File: src/sv/stt_pkg.sv
// shared types, codes and constants for the segment table translate block
package stt_pkg;

    // default table depth and physical address width
    localparam int MAX_SEGMENTS_DEF = 16;
    localparam int ADDR_BITS        = 32;

    // mask applied to a stored base address
    localparam logic [31:0] BASE_MASK =
        (ADDR_BITS >= 32) ? 32'hFFFF_FFFF : 32'((64'd1 << ADDR_BITS) - 64'd1);

    // request kinds
    localparam logic REQ_DEFINE    = 1'b0;
    localparam logic REQ_TRANSLATE = 1'b1;

    // result status codes
    localparam logic [2:0] ST_OK         = 3'd0;
    localparam logic [2:0] ST_MEM_FULL   = 3'd1;
    localparam logic [2:0] ST_TABLE_FULL = 3'd2;
    localparam logic [2:0] ST_UNALLOC    = 3'd3;
    localparam logic [2:0] ST_RANGE      = 3'd4;

    // configuration register indexes
    localparam logic CFG_MEM_CAP   = 1'b0;
    localparam logic CFG_SEG_COUNT = 1'b1;

    // configuration reset values
    localparam logic [31:0] MEM_CAP_RST   = 32'd0;
    localparam logic [4:0]  SEG_COUNT_RST = 5'd16;

    // input request payload
    typedef struct packed {
        logic        req_type;
        logic [31:0] seg_length;
        logic [31:0] seg_base;
        logic [3:0]  seg_select;
        logic [31:0] seg_offset;
    } t_req;

    // result payload
    typedef struct packed {
        logic [2:0]  status;
        logic [32:0] phys_addr;
        logic [31:0] range_start;
        logic [32:0] range_end;
    } t_rsp;

    // controller commands to the datapath
    typedef struct packed {
        logic load;
        logic exec;
    } t_dp_cmd;

    // controller states
    typedef enum logic [1:0] {
        S_IDLE,
        S_EXEC,
        S_RESP
    } t_state;

endpackage

File: src/sv/segment_table_translate_core.sv
// top level of the segment table translate block
//
// Requests enter on i_valid / o_stall and results leave on o_valid / i_stall;
// a request is taken at a clock edge with valid high and stall low.
// A define request fills the next table entry with a size and base, checked
// against the configured memory capacity and segment count. A translate
// request looks up a segment and returns base+offset and the segment range,
// or an unallocated / out-of-range status.
// The request edge moves the controller to S_EXEC, where the result register
// loads, and then to S_RESP, where o_valid is high until the result is taken.
// A new request is taken only after that, once the controller is back in
// S_IDLE, so the block does not overlap one request with the next.
// While the receiver stalls the result holds and no new request is taken.
// Reset (i_rst_n low, synchronous) empties the table through the fill count,
// clears the allocated total and restores capacity 0 and segment count 16;
// no clearing pass is needed. The user writes configuration through i_cfg_we,
// i_cfg_addr and i_cfg_wdata only while the block is idle; this is unchecked.
module segment_table_translate_core #(
    parameter int MAX_SEGMENTS = stt_pkg::MAX_SEGMENTS_DEF
) (
    input  logic          i_clk,
    input  logic          i_rst_n,
    input  logic          i_valid,
    output logic          o_stall,
    input  stt_pkg::t_req i_req,
    output logic          o_valid,
    input  logic          i_stall,
    output stt_pkg::t_rsp o_rsp,
    input  logic          i_cfg_we,
    input  logic          i_cfg_addr,
    input  logic [31:0]   i_cfg_wdata
);

    stt_pkg::t_dp_cmd cmd;

    // controller
    stt_ctrl u_ctrl (
        .i_clk   (i_clk),
        .i_rst_n (i_rst_n),
        .i_valid (i_valid),
        .i_stall (i_stall),
        .o_stall (o_stall),
        .o_valid (o_valid),
        .o_cmd   (cmd)
    );

    // datapath
    stt_datapath #(
        .MAX_SEGMENTS (MAX_SEGMENTS)
    ) u_datapath (
        .i_clk       (i_clk),
        .i_rst_n     (i_rst_n),
        .i_cmd       (cmd),
        .i_req       (i_req),
        .i_cfg_we    (i_cfg_we),
        .i_cfg_addr  (i_cfg_addr),
        .i_cfg_wdata (i_cfg_wdata),
        .o_rsp       (o_rsp)
    );

endmodule

File: src/sv/stt_ctrl.sv
// controller state machine: request accept, execute and result handoff
module stt_ctrl (
    input  logic             i_clk,
    input  logic             i_rst_n,
    input  logic             i_valid,
    input  logic             i_stall,
    output logic             o_stall,
    output logic             o_valid,
    output stt_pkg::t_dp_cmd o_cmd
);

    stt_pkg::t_state r_state;
    stt_pkg::t_state n_state;

    // state register
    always_ff @(posedge i_clk) begin
        if (!i_rst_n) begin
            r_state <= stt_pkg::S_IDLE;
        end else begin
            r_state <= n_state;
        end
    end

    // next state and commands
    always_comb begin
        n_state    = r_state;
        o_stall    = 1'b1;
        o_valid    = 1'b0;
        o_cmd.load = 1'b0;
        o_cmd.exec = 1'b0;
        case (r_state)
            stt_pkg::S_IDLE: begin
                o_stall = 1'b0;
                if (i_valid) begin
                    o_cmd.load = 1'b1;
                    n_state    = stt_pkg::S_EXEC;
                end
            end
            stt_pkg::S_EXEC: begin
                o_cmd.exec = 1'b1;
                n_state    = stt_pkg::S_RESP;
            end
            stt_pkg::S_RESP: begin
                o_valid = 1'b1;
                if (!i_stall) begin
                    n_state = stt_pkg::S_IDLE;
                end
            end
            default: begin
                n_state = stt_pkg::S_IDLE;
            end
        endcase
    end

endmodule

File: src/sv/stt_datapath.sv
// datapath: config registers, segment tables, allocation total and result register
module stt_datapath #(
    parameter int MAX_SEGMENTS = stt_pkg::MAX_SEGMENTS_DEF
) (
    input  logic             i_clk,
    input  logic             i_rst_n,
    input  stt_pkg::t_dp_cmd i_cmd,
    input  stt_pkg::t_req    i_req,
    input  logic             i_cfg_we,
    input  logic             i_cfg_addr,
    input  logic [31:0]      i_cfg_wdata,
    output stt_pkg::t_rsp    o_rsp
);

    localparam int IW = (MAX_SEGMENTS > 1) ? $clog2(MAX_SEGMENTS) : 1;
    localparam int CW = $clog2(MAX_SEGMENTS + 1);
    localparam int KW = (CW > 5) ? CW : 5;
    localparam int SW = (CW > 4) ? CW : 4;

    // segment tables
    logic [31:0] r_len_mem  [MAX_SEGMENTS];
    logic [31:0] r_base_mem [MAX_SEGMENTS];

    logic [31:0]   r_mem_cap;
    logic [4:0]    r_seg_count;
    logic [32:0]   r_total;
    logic [CW-1:0] r_count;
    stt_pkg::t_req r_req;
    logic          r_sel_ok;
    logic [31:0]   r_len_rd;
    logic [31:0]   r_base_rd;
    stt_pkg::t_rsp r_rsp;

    logic [IW-1:0] rd_addr;
    logic [IW-1:0] wr_addr;
    logic          table_full;
    logic [33:0]   sum;
    logic          mem_full;
    logic          len_we;
    logic          base_we;
    logic [31:0]   len_wdata;
    stt_pkg::t_rsp n_rsp;

    assign rd_addr = IW'(i_req.seg_select);
    assign wr_addr = IW'(r_count);

    // configuration registers
    always_ff @(posedge i_clk) begin
        if (!i_rst_n) begin
            r_mem_cap   <= stt_pkg::MEM_CAP_RST;
            r_seg_count <= stt_pkg::SEG_COUNT_RST;
        end else if (i_cfg_we) begin
            case (i_cfg_addr)
                stt_pkg::CFG_MEM_CAP:   r_mem_cap   <= i_cfg_wdata;
                stt_pkg::CFG_SEG_COUNT: r_seg_count <= i_cfg_wdata[4:0];
                default:                r_mem_cap   <= r_mem_cap;
            endcase
        end
    end

    // capture request, index check and table read
    always_ff @(posedge i_clk) begin
        if (i_cmd.load) begin
            r_req     <= i_req;
            r_sel_ok  <= (SW'(i_req.seg_select) < SW'(r_count)) &&
                         (SW'(i_req.seg_select) < SW'(MAX_SEGMENTS));
            r_len_rd  <= r_len_mem[rd_addr];
            r_base_rd <= r_base_mem[rd_addr];
        end
    end

    // define decision
    always_comb begin
        table_full = (KW'(r_count) >= KW'(r_seg_count)) ||
                     (r_count >= CW'(MAX_SEGMENTS));
        sum        = {1'b0, r_total} + {2'b00, r_req.seg_length};
        mem_full   = sum > {2'b00, r_mem_cap};
        len_we     = i_cmd.exec && (r_req.req_type == stt_pkg::REQ_DEFINE) && !table_full;
        base_we    = len_we && !mem_full;
        len_wdata  = mem_full ? 32'd0 : r_req.seg_length;
    end

    // table writes
    always_ff @(posedge i_clk) begin
        if (len_we) begin
            r_len_mem[wr_addr] <= len_wdata;
        end
        if (base_we) begin
            r_base_mem[wr_addr] <= r_req.seg_base & stt_pkg::BASE_MASK;
        end
    end

    // allocation state
    always_ff @(posedge i_clk) begin
        if (!i_rst_n) begin
            r_total <= 33'd0;
            r_count <= '0;
        end else begin
            if (len_we) begin
                r_count <= r_count + CW'(1);
            end
            if (base_we) begin
                r_total <= sum[32:0];
            end
        end
    end

    // result selection
    always_comb begin
        n_rsp = '0;
        if (r_req.req_type == stt_pkg::REQ_DEFINE) begin
            if (table_full) begin
                n_rsp.status = stt_pkg::ST_TABLE_FULL;
            end else if (mem_full) begin
                n_rsp.status = stt_pkg::ST_MEM_FULL;
            end else begin
                n_rsp.status = stt_pkg::ST_OK;
            end
        end else if (!r_sel_ok || (r_len_rd == 32'd0)) begin
            n_rsp.status = stt_pkg::ST_UNALLOC;
        end else if (r_req.seg_offset >= r_len_rd) begin
            n_rsp.status = stt_pkg::ST_RANGE;
        end else begin
            n_rsp.status      = stt_pkg::ST_OK;
            n_rsp.phys_addr   = {1'b0, r_base_rd} + {1'b0, r_req.seg_offset};
            n_rsp.range_start = r_base_rd;
            n_rsp.range_end   = {1'b0, r_base_rd} + {1'b0, r_len_rd};
        end
    end

    // result register
    always_ff @(posedge i_clk) begin
        if (i_cmd.exec) begin
            r_rsp <= n_rsp;
        end
    end

    assign o_rsp = r_rsp;

endmodule

File: config.mk
export PLATFORM = sky130hd
export DESIGN_NAME = segment_table_translate_core
export DESIGN_NICKNAME = d
export VERILOG_FILES = /design/src/sv/stt_pkg.sv /design/src/sv/segment_table_translate_core.sv /design/src/sv/stt_ctrl.sv /design/src/sv/stt_datapath.sv
export SDC_FILE = /design/constraint.sdc
export NUM_CORES = 1
export LEC_CHECK = 0
export ABC_AREA = 0
export BUFFER_PORTS_ARGS = -buffer_cell sky130_fd_sc_hd__buf_2
export CAP_MARGIN = 20
export CORE_MARGIN = 3
export CORE_UTILIZATION = 30
export CTS_CLUSTER_DIAMETER = 80
export DETAILED_ROUTE_END_ITERATION = 10
export PLACE_DENSITY_LB_ADDON = 0.15
export REMOVE_ABC_BUFFERS = 1
export SLEW_MARGIN = 10
export SYNTH_ARGS = -nofsm -noshare
export SYNTH_HDL_FRONTEND = slang
export SYNTH_SLANG_ARGS = --single-unit
File: constraint.sdc
create_clock -name i_clk -period 20.6 [get_ports i_clk]
set_clock_uncertainty 0.1 [all_clocks]
set_input_delay 2.06 -clock i_clk [delete_from_list [all_inputs] [get_ports i_clk]]
set_output_delay 2.06 -clock i_clk [all_outputs]
set_load 0.02 [all_outputs]
-- Word-level counts from Yosys, hierarchy flattened
Memory sizes are Yosys's and may differ from the RTL's. A register that Yosys moved wholly into a read port is not among the register bits.
Cells that the tools add are included.
- register bits after elaboration: 276
- memory bits (writable): 1024
- input bits: 139
- memories: 2
- memory list (memory ; words ; bits a word ; read ports ; clocked after memory_dff ; wr ports ; RTL line ; RTL):
    u_datapath.r_base_mem ; 16 ; 32 ; 1 ; 1 ; 1 ; stt_datapath.sv:22 ; logic [31:0] r_base_mem [MAX_SEGMENTS];
    u_datapath.r_len_mem ; 16 ; 32 ; 1 ; 1 ; 1 ; stt_datapath.sv:21 ; logic [31:0] r_len_mem [MAX_SEGMENTS];
- add/subtract/negate cells: 4
- order comparisons: 5
- eq/ne operators: 4
- mux-type cells: 18
- bitwise gates (word level): 2
- reductions and logical operators: 14
- operator list (kind ; count):
    32-bit by 32-bit adder with 33-bit output ; 2
    33-bit by 32-bit adder with 34-bit output ; 1
    34-bit by 32-bit > comparator with 1-bit output ; 1
    32-bit greater-or-equal comparator ; 1
    32-bit logical NOT ; 1
    32-bit two-way mux ; 1
    3-bit two-way mux ; 4
    1-bit two-way mux ; 10
    2-bit one-hot mux with 3 select lines ; 1
    2-bit AND reduction ; 3
    5-bit by 1-bit adder with 5-bit output, second input constant ; 1
    5-bit greater-or-equal comparator ; 1
    5-bit greater-or-equal comparator, second input constant ; 1
    4-bit by 5-bit less-than comparator with 1-bit output ; 1
    2-bit two-way mux ; 2
    2-bit != test, second input constant ; 2
    1-bit logical AND ; 3
    1-bit logical NOT ; 3
    3-bit OR reduction ; 1
    2-bit by 1-bit == test with 1-bit output, second input constant ; 1
    2-bit == test, second input constant ; 1
    2-bit logical NOT ; 1
    1-bit logical OR ; 2
    1-bit NOT ; 2

-- Depth between registers and ports, before layout
- depth in word-level cells: 7
- mapped depth: 21

-- Cells and area by module
From an unflattened synthesis, not the netlist that was laid out.
- cell total of the unflattened synthesis: 3093
- area total of the unflattened synthesis: 56437.9 µm²
- modules (own cells, without submodules) (module ; times used ; cells each ; area an instance (µm²) ; sequential area each (µm²)):
    stt_datapath ; 1 ; 3083 ; 56321.5 ; 40148.5
    stt_ctrl ; 1 ; 10 ; 116.4 ; 40.0

-- Least setup slack after synthesis
OpenSTA, ideal clock, no wires.
- path type: input -> register
- start point: in i_valid
- end point: reg u_datapath.r_base_rd[0], read port of u_datapath.r_base_mem (enable)
- library setup time: 0.687 ns
- arrival time: 8.780 ns
- required time: 19.813 ns
- setup slack: 11.033 ns
- stages on the path: 2
- buffers on the path: 0
- cell sequence: inv_1 > nor2_1
- RTL lines (item ; RTL line ; RTL):
    start, declared ; segment_table_translate_core.sv:23 ; input logic i_valid,
    end, declared ; stt_datapath.sv:31 ; logic [31:0] r_base_rd;

-- Worst setup path after layout
- start point: reg u_datapath.r_req[76] (netlist name)
- end point: mem u_datapath.r_base_mem[8][18] (enable)
- word-level cells in the longest chain between the ends: 6
- ends and longest elaborated chain (item ; RTL line ; RTL):
    start, declared ; stt_datapath.sv:28 ; stt_pkg::t_req r_req;
    start signal, assigned ; stt_datapath.sv:64 ; r_req <= i_req;
    33-bit by 32-bit adder with 34-bit output ; stt_datapath.sv:76 ; sum = {1'b0, r_total} + {2'b00, r_req.seg_length};
    named net u_datapath.sum[23] ; stt_datapath.sv:37 ; logic [33:0] sum;
    34-bit by 32-bit > comparator with 1-bit output ; stt_datapath.sv:77 ; mem_full = sum > {2'b00, r_mem_cap};
    1-bit logical NOT ; stt_datapath.sv:79 ; base_we = len_we && !mem_full;
    1-bit logical AND ; stt_datapath.sv:79 ;
    1-bit two-way mux ; stt_datapath.sv:88 ; if (base_we) begin
    1-bit two-way mux (not written as such) ; stt_datapath.sv:89 ; r_base_mem[wr_addr] <= r_req.seg_base & stt_pkg::BASE_MASK;
    end, declared ; stt_datapath.sv:22 ;
The timed path passes the listed nets, and every way through them passes these cells.

==> qor.yml <==
status:
  status: "finished clean"
timing:
  tns_ns: 0
  worst_hold_slack_ns: 0.361
  slew-limit-headroom_pct: 27.8
  timing.final.crit_share_pct: 32.5
  rsz0062_at_grt: "no"
  hold_viol: 0
  setup_viol: 0
  slew_violations: 0
  tightest_slew_ns: 1.08
  period_minus_slack_ns: 6.69
  clock.fmax_mhz: 149
grt:
  grt_start_max_net_pins: 125
  grt.overflow.total: 0
  grt.busiest_layer: "met2"
  antenna_found_initial: 5
  met1_usage_pct: 21.8
  grt_use_total_pct: 16.2
  grt_pass1_vias: 31200
  grt_util_met3_pct: 2.41
  use_met2_pct: 27.6
  grt_pass1_wl_um: 230000
final_layout:
  multiInputGateArea_sq_um: 16200
  seq_area_sq_um: 40200
  instances_no_fill: 6156
  fin_nets: 3849
  areaGrowthSynthToFinish_pct: 16.8
  drive_gt1_share_pct: 24.7
  fillCellCount: 17800
pwr:
  p_total_uw: 6450
  powerDensity_nw_per_um2: 96.7
  vdd.ir_drop.worst_v: 0.0000608
  p_leak_uw: 0.0224
synth:
  ys_warn_count: 0
  netlist_instances: 3205
  synthArstFlopShare_pct: 0
  syn-cell-area_sq_um: 57100
  synth.top_cell.area_share_pct: 67.6
  synth.top_cells.by_area: "edfxtp_1 (68%), mux4_2 (13%), ha_1 (3.8%)"
  ys_ff_latch: 1364
  synth_common_cells: "edfxtp_1 (1,287), mux4_2 (320), nand2_1 (205)"
  synth_edf_count: 1287
  ys_types: 86
  yosysMostFrequentCell: "edfxtp_1"
  avgSynthCellArea_sq_um: 17.8
  synth_largest_area_cell: "edfxtp_1"
  yosysSeqAreaShare_pct: 70.3
  ys.flop_type: "edfxtp_1"
floorplan:
  core_region_area_sq_um: 189000
  rows: 159
  dieWidth_um: 442
  die_y_um: 442
  initial_core_util_pct: 30.3
  pin_count: 242
  dieArea_sq_um: 196000
critical_path:
  crit_path_max_fanout: 24
  end_kind: "flip-flop"
  critPathKind: "flip-flop to flip-flop"
  crit_arrival_ns: 7.00
  required_ns: 20.91
  setup.worst_path.start_class: "flip-flop"
route:
  drtPass1Iterations: 7
  drc: 0
  wl_per_cell_um: 26.0
  routed_wl_um: 160000
  num_vias: 30000
  drt_iter0_drc: 2199
  postRouteAntennaNets: 0
  viasPerCell: 4.87
cts:
  cts_hold_buf: 0
  numCtsBuffers: 155
  clkTransAtPathRegs_ns: 0.06
  cts-root-buf: "clkbuf_16"
  htree_num_levels: 4
  post-cts-setup-buffers: 0
  cts.repair.resized: 0
  insertion_delay_ns: 0.80
  cts.sinks: 1364
  cts_tree: "built"
  clockBufferDepth: 3
placed_design:
  place_inst: 5873
  dp_hpwl_um: 98200
  routabilityCongestion: 0.797
  numPortBuffers: 241
worst_hold_path:
  hold_class: "flip-flop to flip-flop"
run:
  cap_violations: 0
state kept, by name (all words and copies together), names as in the netlist, 2 cells and up:
register and flops:
u_datapath.r_count 5, u_datapath.r_total 33, u_datapath.r_seg_count 5, u_datapath.r_req 97
u_datapath.r_mem_cap 32, u_ctrl.r_state 2, u_datapath.r_base_mem 512, u_datapath.r_len_mem 512
u_datapath.r_base_rd 32, u_datapath.r_len_rd 32, u_datapath.o_rsp 101
where the power goes:
group	total, uW	internal (uW)	switching (uW)
Combinational	509	195	315
Sequential	3170	3110	61.6
Clock	2770	1620	1150
Total	6450	4920	1530
placed cells by master, fill, tap and decap left out, types with 21 or more instances in the layout:
master | synthesis | routed
a211oi_1 | 22 | 22
a21boi_0 | 37 | 37
a21o_1 | 41 | 41
a21oi_1 | 106 | 106
and2_1 | 75 | 74
buf_2 | 3 | 236
buf_4 | 1 | 61
clkbuf_1 | 79 | 33
clkbuf_16 | 0 | 155
clkinv_1 | 0 | 28
dfxtp_1 | 77 | 77
edfxtp_1 | 1287 | 1287
ha_1 | 172 | 172
inv_1 | 109 | 109
mux2i_1 | 39 | 39
mux4_2 | 320 | 320
nand2_1 | 205 | 205
nand2b_1 | 29 | 29
nand3_1 | 32 | 32
nand4_1 | 21 | 21
nor2_1 | 124 | 111
nor3_1 | 41 | 22
o21ai_0 | 74 | 74
xnor2_1 | 39 | 39
xor2_1 | 23 | 23
per-layer routing:
layer / wire length (um) / vias to the layer above
li1: - / 13500
met1: 71400 / 15700
met2: 79900 / 604
met3: 5440 / 204
met4: 3180 / 2
met5: 20 / -
through the flow:
stage / cell area (sq um) / utilization [%] / worst slack (ns)
after floorplan: 56500 / - / 11.03
after global placement: 61600 / 32.7 / 13.84
after detailed placement: 61600 / 32.7 / 13.82
after CTS: 66700 / 35.4 / 13.80
after global routing: 66700 / 35.4 / 13.46
final: 66700 / 35.4 / 13.91
layout make-up:
cell class,count,share of cell area (%)
antenna,3,0.0113
clock buffer,190,6.04
clock inverter,90,1.63
inverter,109,0.613
multi-input combinational,1603,24.2
sequential,1364,60.2
tap,2495,4.68
timing repair buffer,302,2.58
critical path, cell delays in order, from the launching register on:
cell and delay [ns]:
edfxtp_1 0.40, ha_1 0.39, a21oi_1 0.28, o21ai_0 0.20
a211oi_1 0.59, a211o_1 0.25, o2bb2ai_1 0.19, nor4_1 0.08
a211oi_1 0.36, inv_1 0.09, ha_1 0.31, nand4_1 0.12
nor4_1 0.39, nand3_1 0.18, a32oi_1 0.22, a21bo_2 0.24
buf_4 0.20, or2_2 0.38, nor3_2 0.71, buf_4 0.61
path summary, 6_finish.rpt:
check	from	to	cells after the start	slack, ns
hold reg to reg	u_datapath.r_mem_cap[3]$_SDFFE_PN0P_	u_datapath.r_mem_cap[3]$_SDFFE_PN0P_	2	0.36
setup / recovery	u_datapath.r_req[76]$_DFFE_PP_	u_datapath.r_base_mem[8][18]$_DFFE_PP_	19	13.91
setup reg to reg	u_datapath.r_req[76]$_DFFE_PP_	u_datapath.r_base_mem[8][18]$_DFFE_PP_	19	13.91
hold / removal	u_datapath.r_mem_cap[3]$_SDFFE_PN0P_	u_datapath.r_mem_cap[3]$_SDFFE_PN0P_	2	0.36
kinds of logic (layout without fill, tap and decap cells):
logic type               count (synthesis)  in the layout  share of synthesized area [%]
other                                    0              3                              0
XOR/XNOR                                62             62                          0.950
multiplexers                           359            359                           13.3
AO/OA/AOI/OAI                          400            400                           4.67
flip-flops                            1364           1364                           70.3
buffers and inverters                  238            691                           1.76
adder cells (fa/ha/maj)                175            175                           3.87
AND/OR/NAND/NOR                        607            607                           5.12
Power figures use the tool's default switching activity.
